<file path="src/hw/rtl/wst_pkg.sv">
// ----------------------------------------------------------------------------
// wst_pkg
// Shared constants, codes and controller/datapath link types for the
// WAV stream trimmer.
// ----------------------------------------------------------------------------
package wst_pkg;

  // Width of the size fields kept from the header (16..32)
  localparam int SIZE_BITS  = 32;
  localparam int WORD_BITS  = 32;

  localparam int BYTE_W     = 8;
  localparam int TB_W       = 24;
  localparam int TE_W       = 24;
  localparam int CFB_W      = 8;
  localparam int CFG_DATA_W = 24;
  localparam int CFG_IDX_W  = 2;
  localparam int POS_W      = 6;
  localparam int HALF_W     = 16;
  localparam int CNT_W      = 32;

  localparam int FRAMES_W   = TB_W + 1;
  localparam int PROD_W     = 2 * HALF_W;
  localparam int BPF_W      = PROD_W - 3;
  localparam int LO_W       = 16;
  localparam int FR_HI_W    = FRAMES_W - LO_W;
  localparam int TB_HI_W    = TB_W - LO_W;
  localparam int DEC_W      = BPF_W + FRAMES_W;
  localparam int SKIP_W     = BPF_W + TB_W;
  localparam int RPROD_W    = CFB_W + FRAMES_W;

  // Register indexes on the configuration port
  localparam logic [CFG_IDX_W-1:0] REG_TRIM_BEGIN        = 2'd0;
  localparam logic [CFG_IDX_W-1:0] REG_TRIM_END          = 2'd1;
  localparam logic [CFG_IDX_W-1:0] REG_CHUNK_FRAME_BYTES = 2'd2;

  localparam logic [CFB_W-1:0] CFB_RESET = 8'd2;

  // Header byte positions of interest
  localparam logic [POS_W-1:0] POS_RIFF_FIRST  = 6'd4;
  localparam logic [POS_W-1:0] POS_RIFF_LAST   = 6'd7;
  localparam logic [POS_W-1:0] POS_CH_LAST     = 6'd23;
  localparam logic [POS_W-1:0] POS_SB_LAST     = 6'd35;
  localparam logic [POS_W-1:0] POS_DSIZE_FIRST = 6'd40;
  localparam logic [POS_W-1:0] POS_DSIZE_LAST  = 6'd43;

  typedef enum logic [3:0] {
    PH_HEADER = 4'b0001,
    PH_SKIP   = 4'b0010,
    PH_COPY   = 4'b0100,
    PH_DONE   = 4'b1000
  } phase_t;

  // Controller to datapath
  typedef struct packed {
    logic accept;     // input item taken this cycle
    logic riff;       // form new RIFF size word
    logic bpf;        // bytes per frame
    logic mul_lo;     // low partial products
    logic mul_hi;     // high partial products
    logic sum;        // combine partial products
    logic dsize;      // form new data size word, load counters
    logic word_step;  // push next word byte into output register
  } wst_cmd_t;

  // Datapath to controller
  typedef struct packed {
    logic out_free;
    logic evt_riff;
    logic evt_dsize;
    logic word_last;
  } wst_sts_t;

endpackage

</file>
<file path="src/hw/rtl/wst_ctrl.sv">
// ----------------------------------------------------------------------------
// wst_ctrl
// Sequencer: byte intake, size arithmetic steps and four-byte word output.
// ----------------------------------------------------------------------------
module wst_ctrl (
  input  logic              clk,
  input  logic              rst,
  input  logic              in_valid,
  output logic              in_ready,
  input  wst_pkg::wst_sts_t sts,
  output wst_pkg::wst_cmd_t cmd
);
  import wst_pkg::*;

  typedef enum logic [7:0] {
    ST_RUN    = 8'b0000_0001,
    ST_RIFF   = 8'b0000_0010,
    ST_BPF    = 8'b0000_0100,
    ST_MUL_LO = 8'b0000_1000,
    ST_MUL_HI = 8'b0001_0000,
    ST_SUM    = 8'b0010_0000,
    ST_DSIZE  = 8'b0100_0000,
    ST_WORD   = 8'b1000_0000
  } ctrl_state_t;

  ctrl_state_t state, state_next;

  always_ff @(posedge clk) begin
    if (rst) begin
      state <= ST_RUN;
    end else begin
      state <= state_next;
    end
  end

  always_comb begin
    state_next = state;
    cmd        = '0;
    in_ready   = 1'b0;
    case (state)
      ST_RUN: begin
        in_ready   = sts.out_free;
        cmd.accept = in_valid && sts.out_free;
        if (cmd.accept && sts.evt_riff) begin
          state_next = ST_RIFF;
        end else if (cmd.accept && sts.evt_dsize) begin
          state_next = ST_BPF;
        end
      end
      ST_RIFF: begin
        cmd.riff   = 1'b1;
        state_next = ST_WORD;
      end
      ST_BPF: begin
        cmd.bpf    = 1'b1;
        state_next = ST_MUL_LO;
      end
      ST_MUL_LO: begin
        cmd.mul_lo = 1'b1;
        state_next = ST_MUL_HI;
      end
      ST_MUL_HI: begin
        cmd.mul_hi = 1'b1;
        state_next = ST_SUM;
      end
      ST_SUM: begin
        cmd.sum    = 1'b1;
        state_next = ST_DSIZE;
      end
      ST_DSIZE: begin
        cmd.dsize  = 1'b1;
        state_next = ST_WORD;
      end
      ST_WORD: begin
        if (sts.out_free) begin
          cmd.word_step = 1'b1;
          if (sts.word_last) begin
            state_next = ST_RUN;
          end
        end
      end
      default: begin
        state_next = ST_RUN;
      end
    endcase
  end

endmodule

</file>
<file path="config.mk">
export PLATFORM = sky130hd
export DESIGN_NAME = wst_ctrl
export DESIGN_NICKNAME = d
export VERILOG_FILES = /design/src/hw/rtl/wst_pkg.sv /design/src/hw/rtl/wst_ctrl.sv
export SDC_FILE = /design/constraint.sdc
export NUM_CORES = 1
export LEC_CHECK = 0
export ABC_AREA = 1
export ABC_CLOCK_PERIOD_IN_PS = 1040
export BUFFER_PORTS_ARGS = -buffer_cell sky130_fd_sc_hd__buf_2
export CAP_MARGIN = 30
export CELL_PAD_IN_SITES_DETAIL_PLACEMENT = 1
export CELL_PAD_IN_SITES_GLOBAL_PLACEMENT = 2
export CORE_MARGIN = 4
export CORE_UTILIZATION = 24
export CTS_BUF_LIST = sky130_fd_sc_hd__clkbuf_4 sky130_fd_sc_hd__clkbuf_8
export CTS_CLUSTER_DIAMETER = 120
export CTS_CLUSTER_SIZE = 28
export DETAILED_ROUTE_END_ITERATION = 10
export PLACE_DENSITY_LB_ADDON = 0.1
export REMOVE_ABC_BUFFERS = 1
export SLEW_MARGIN = 20
export SYNTH_ARGS = -nofsm -noshare
export SYNTH_HDL_FRONTEND = slang
export SYNTH_SLANG_ARGS = --single-unit
</file>
<file path="constraint.sdc">
create_clock -name clk -period 1.04 [get_ports clk]
set_clock_uncertainty 0.15 [all_clocks]
set_input_delay 0.208 -clock clk [delete_from_list [all_inputs] [get_ports clk]]
set_output_delay 0.208 -clock clk [all_outputs]
set_load 0.02 [all_outputs]
</file>
==> impl_metrics.json, run 1 <==
{
  "run_status": "complete, but fails checks",
  "violations": "setup timing",
  "startpoint": "state[5]$_SDFFE_PP0P_",
  "first_global_vias": 750,
  "track_usage_pct": 13.41,
  "initial_core_util_pct": 25.49,
  "grt_max_degree": 8,
  "synth_top_cell_by_area": "dfxtp_1",
  "final_util_pct": 49.86,
  "crit_type": "register to output pin",
  "diodes": 0,
  "regToRegEndpoint": "state[0]$_SDFFE_PP1P_",
  "portBuffers": 15,
  "hold_start": "rst",
  "cts_tree": "yes",
  "fmax_mhz": 626.1,
  "avgViaCountPerCell": 4.333,
  "period_share_pct": 153.6,
  "drt_iter0_markers": 6,
  "htree_levels": 1,
  "synth_seq_area_share_pct": 28.13,
  "numCtsBuffers": 3,
  "place_congestion": 0.6789,
  "synth_async_sr_flop_share_pct": 0,
  "synthTopCellsByCount": "18 x nand2_1, 18 x nor2_1, 13 x inv_1",
  "clk_latency_ns": 0.25,
  "dp.final_hpwl_um": 1332,
  "routed_wirelength_um": 2083,
  "ios": 16,
  "place_ws_ns": -0.3425,
  "wire_per_inst_um": 13.10,
  "crit_required_ns": 0.68,
  "row_count": 17,
  "rsz0062_at_grt": "true",
  "r2r_cells": 11,
  "critPathLaunchType": "register",
  "ir_drop_uv": 436.8,
  "whs_ns": 0.08621,
  "grt_pass1_wl_um": 3298,
  "ys_seq_elements": 8,
  "synthToLayoutAreaGrowth_pct": 95.60,
  "final_nets": 140,
  "synth_edf_count": 0,
  "period_needed_ns": 1.597,
  "clkSlewWorstSetupHoldPaths_ns": 0.06,
  "min_path_cells": 2,
  "yosysTopAreaCellShare_pct": 28.13,
  "largest_reg_flops": 8,
  "maxCapViolCount": 0,
  "p_per_area_mw_per_mm2": 794.3,
  "syn-cell-area_um2": 569.3,
  "synth_warnings": 0,
  "synthTopCellsByArea": "dfxtp_1 28%, nand2_1 12%, nor2_1 12%, inv_1 8.6%, nand2_4 5.9%",
  "worstReg2RegStart": "state[5]$_SDFFE_PP0P_",
  "final_cells": 159,
  "finalMaxSlewViolations": 0,
  "reg.largest.list": "state (8)",
  "critPathArrivalTime_ns": 1.24,
  "vias": 689,
  "nFillCells": 298,
  "drive_gt1_share_pct": 70.23,
  "yosysUniqueCellTypes": 19,
  "slew_headroom_pct": 84.50,
  "rrSetupSlack_ns": -0.48,
  "drc": 0,
  "firstDrtPassIters": 2,
  "clockRootBuffer": "clkbuf_4",
  "layout_setup_ws_ns": -0.5573,
  "hold_end": "state[5]$_SDFFE_PP0P_",
  "cts_buffer_depth": 2,
  "ant_nets": 0,
  "grt_overflow": 0,
  "die_h_um": 56.71,
  "synthCells": 86,
  "worst-path-max-fanout": 4,
  "ys.flop_type": "dfxtp_1",
  "placed_cells": 138,
  "setup_viol": 17,
  "antenna_found_initial": 0,
  "hold_viol": 0,
  "top_register": "state",
  "end_kind": "output pin",
  "worst_slew_pin_slew_ns": 0.2309,
  "clock-sinks": 8,
  "hold_path_class": "input port to register",
  "avgSynthCellArea_um2": 6.620,
  "core_area_mm2": 0.002233,
  "fp.dieW_um": 56.71,
  "leakage_uw": 0.0005651,
  "die_area_mm2": 0.003215
}
[cell usage in the layout, fill, tap and decap left out]
cell / instances
dfxtp_4: 1
clkbuf_4: 3
buf_2: 6
dfxtp_2: 6
nand3_1: 2
nand2_4: 4
clkinv_2: 1
inv_4: 1
inv_1: 6
buf_6: 19
nand3_2: 1
nor3_4: 1
nor2_1: 11
nand4_1: 2
nor2_8: 1
inv_2: 11
nand3_4: 4
o21ai_1: 1
dfxtp_1: 1
nor2_2: 3
nand2_2: 4
nor2_4: 8
a21oi_2: 1
buf_4: 17
nand2_1: 14
a31oi_1: 2
[critical path: stages, from the launching register on]
cell     delay, ns
dfxtp_4       0.36
inv_4         0.06
nand2_4       0.06
nor2_4        0.18
nand2_4       0.11
nor2_4        0.10
buf_6         0.12
[timing repair]
item	4_1_cts	5_1_grt
buffers inserted	16	5
pin swaps	17	10
endpoints found under the setup margin	17	17
gates resized for setup	41	29
hold buffers	0	0
[metal layers]
metal,vias up,wire length (um),global-route usage (%)
met5,-,0,0
li1,352,-,-
met2,18,1111,23.93
met3,4,91,2.299
met4,0,42,7.119
met1,315,837,14.85
[cell families (layout without fill, tap and decap cells)]
family                 Yosys count  after routing  share of synthesized area [%]
and+or+nand+nor                 55             55                          55.38
AOI/OAI and AO/OA                4              4                          3.954
DFF                              8              8                          28.13
buffers and inverters           19             64                          12.53
[power breakdown]
group	switching [uW]	total [uW]	internal [uW]
clock	112	245	133
sequential	7.49	322	314
combinational	171	318	148
[worst max-delay path by stage]
stage | slack (ns) | end | depth (start not counted)
2_1_floorplan | -0.28 | cmd[7] | 5
3_3_place_gp | -0.35 | cmd[7] | 6
3_5_place_dp | -0.34 | cmd[7] | 6
4_1_cts | -0.55 | cmd[0] | 6
5_1_grt | -0.64 | in_ready | 6
6_report | -0.56 | in_ready | 6
[per-stage QoR]
step	area [um^2]	TNS [ns]	total power, uW
2_1_floorplan	569.3	-2.021	464.5
3_3_place_gp	747.0	-4.035	524.9
3_5_place_dp	747.0	-4.098	524.6
4_1_cts	992.2	-6.442	823.5
5_1_grt	1114	-8.631	942.0
6_report	1114	-7.230	884.5
[final cells by class]
cell class | instances | area [um^2] | area share [%]
well taps | 28 | 35.03 | 3.146
clock buffers | 3 | 22.52 | 2.022
flip-flops and latches | 8 | 171.4 | 15.39
inverters | 19 | 75.07 | 6.742
repair buffers | 42 | 371.6 | 33.37
multi-input cells | 59 | 437.9 | 39.33
(Power assumes the default switching activity.)
==> run 2: changes to the inputs <==
Settings changed: CORE_ASPECT_RATIO from default to 1.5, GPL_TIMING_DRIVEN from default to 0.
==> run 2 against run 1 <==
  * Register-to-register slack worse by 0.03 ns
  * Die area rose by 0.49%
  * The run still ends with setup timing left
  * Highest routed layer unchanged
  * Largest power group unchanged
  * Design area fell by 17%
  * Clock power rose by 4%
  * Combinational power shrank 25%
  * Total power shrank 8.2%
  * Clock-buffer cell count unchanged
  * First-iteration DRC count down 83%
  * Sequential power about the same
==> impl_metrics.json, run 2 (synthesized netlist as in run 1, its figures left out) <==
{
  "dp.final_hpwl_um": 1274,
  "numCtsBuffers": 3,
  "portBuffers": 15,
  "cts_buffer_depth": 2,
  "whs_ns": 0.07112,
  "placed_cells": 124,
  "drt_iter0_markers": 1,
  "cts_tree": "yes",
  "critPathArrivalTime_ns": 1.26,
  "die_area_mm2": 0.003231,
  "core_area_mm2": 0.002260,
  "worst-path-max-fanout": 4,
  "run_status": "complete, but fails checks",
  "ir_drop_uv": 549.8,
  "row_count": 21,
  "reg.largest.list": "state (8)",
  "final_cells": 141,
  "place_congestion": 0.6953,
  "track_usage_pct": 11.50,
  "largest_reg_flops": 8,
  "finalMaxSlewViolations": 0,
  "layout_setup_ws_ns": -0.5737,
  "place_ws_ns": -0.3469,
  "setup_tns_ns": -6.856,
  "final_nets": 127,
  "crit_required_ns": 0.68,
  "period_share_pct": 155.2,
  "path_delay_family": "simple AND/OR/NAND/NOR gates",
  "grt_pass1_wl_um": 2649,
  "ios": 16,
  "crit_chain": "inv_2 > nand2_4 > nor2_4 > nand2_2 > nor2_1 > buf_4",
  "leakage_uw": 0.0004814,
  "slew_headroom_pct": 85.11,
  "cpPeakStageDelay_ns": 0.35,
  "antenna_found_initial": 0,
  "p_per_area_mw_per_mm2": 877.2,
  "first_global_vias": 644,
  "ant_nets": 0,
  "grt_max_degree": 8,
  "diodes": 0,
  "routed_wirelength_um": 1696,
  "initial_core_util_pct": 25.19,
  "clockRootBuffer": "clkbuf_4",
  "critPathLaunchType": "register",
  "cpMaxStageDelayCell": "dfxtp_2",
  "clkSlewWorstSetupHoldPaths_ns": 0.06,
  "clk_latency_ns": 0.26,
  "fp.dieW_um": 47.77,
  "grt_overflow": 0,
  "fmax_mhz": 619.7,
  "worst_slew_pin_slew_ns": 0.2225,
  "end_kind": "output pin",
  "top_register": "state",
  "wire_per_inst_um": 12.03,
  "period_needed_ns": 1.614,
  "mostFrequentLayoutCells": "15 x nor2_1, 15 x nand2_1, 15 x buf_4",
  "setup_viol": 17,
  "avgViaCountPerCell": 4.489,
  "die_h_um": 67.65,
  "synthToLayoutAreaGrowth_pct": 62.64,
  "maxCapViolCount": 0,
  "rsz0062_at_grt": "true",
  "crit_type": "register to output pin",
  "htree_levels": 1,
  "nFillCells": 290,
  "drc": 0,
  "drive_gt1_share_pct": 59.32,
  "violations": "setup timing",
  "clock-sinks": 8,
  "hold_path_class": "input port to register",
  "firstDrtPassIters": 4,
  "cp.buffers_inverters": 2,
  "vias": 633,
  "hold_viol": 0
}
[run 2: cell count changes in the layout (fill, tap and decap cells not counted), moves of 2 or more]
| cell | previous run | this run |
|---|---|---|
| dfxtp_2 | 6 | 4 |
| inv_2 | 11 | 9 |
| nor2_1 | 11 | 15 |
| nor2_4 | 8 | 5 |
| dfxtp_4 | 1 | 3 |
| buf_6 | 19 | 8 |
| buf_4 | 17 | 15 |
[run 2: through the flow]
step	instance area (um^2)	util (%)	total power [uW]
global placement	673.1	29.79	513.6
global route	925.9	40.97	863.9
floorplan	569.3	-	464.5
detailed placement	673.1	29.79	515.6
CTS	813.3	35.99	782.5
finish	925.9	40.97	812.2
[run 2: repair_timing]
| item | in CTS | in global routing |
|---|---|---|
| gates resized for setup | 31 | 16 |
| pin swaps | 6 | 10 |
| endpoints found under the setup margin | 17 | 17 |
| hold buffers | 0 | 0 |
| setup buffers | 6 | 8 |
[run 2: routing by layer]
layer	share of wire, %	wire (um)	GRT usage (%)	vias up
met1	36	615	11.89	294
li1	-	-	-	325
met5	0	0	0	-
met2	58	991	20.36	10
met3	2.8	47	2.667	4
met4	2.4	41	5.724	0
[run 2: worst register-to-register path: stages (launching register included)]
cell,delay [ns]
dfxtp_2,0.35
inv_2,0.08
nand2_4,0.07
nor2_4,0.15
buf_4,0.14
nand2_2,0.05
buf_4,0.13
buf_6,0.11
nand3_1,0.08
nor2_1,0.04
nand2_1,0.05
nand2_1,0.05
[run 2: path summary, 6_finish.rpt]
kind                    startpoint                     to  slack (ns)  cells after the start
max          state[4]$_SDFFE_PP0P_               in_ready       -0.57                      6
min                            rst  state[5]$_SDFFE_PP0P_        0.07                      2
max reg2reg  state[4]$_SDFFE_PP0P_  state[0]$_SDFFE_PP1P_       -0.51                     11
min reg2reg  state[2]$_SDFFE_PP0P_  state[2]$_SDFFE_PP0P_        0.39                      2
[run 2: final cells by class]
cell class | count | area (um^2) | area share (%)
Timing Repair Buffer | 29 | 232.7 | 25.14
Tap cell | 23 | 28.78 | 3.108
Multi-Input combinational cell | 59 | 389.1 | 42.03
Inverter | 19 | 76.32 | 8.243
Sequential cell | 8 | 176.4 | 19.05
Clock buffer | 3 | 22.52 | 2.432
[run 2: power breakdown]
group,switching [uW],internal [uW],total (uW)
Combinational,134,105,238
Clock,121,133,254
Sequential,9.61,310,320
Total,264,548,812
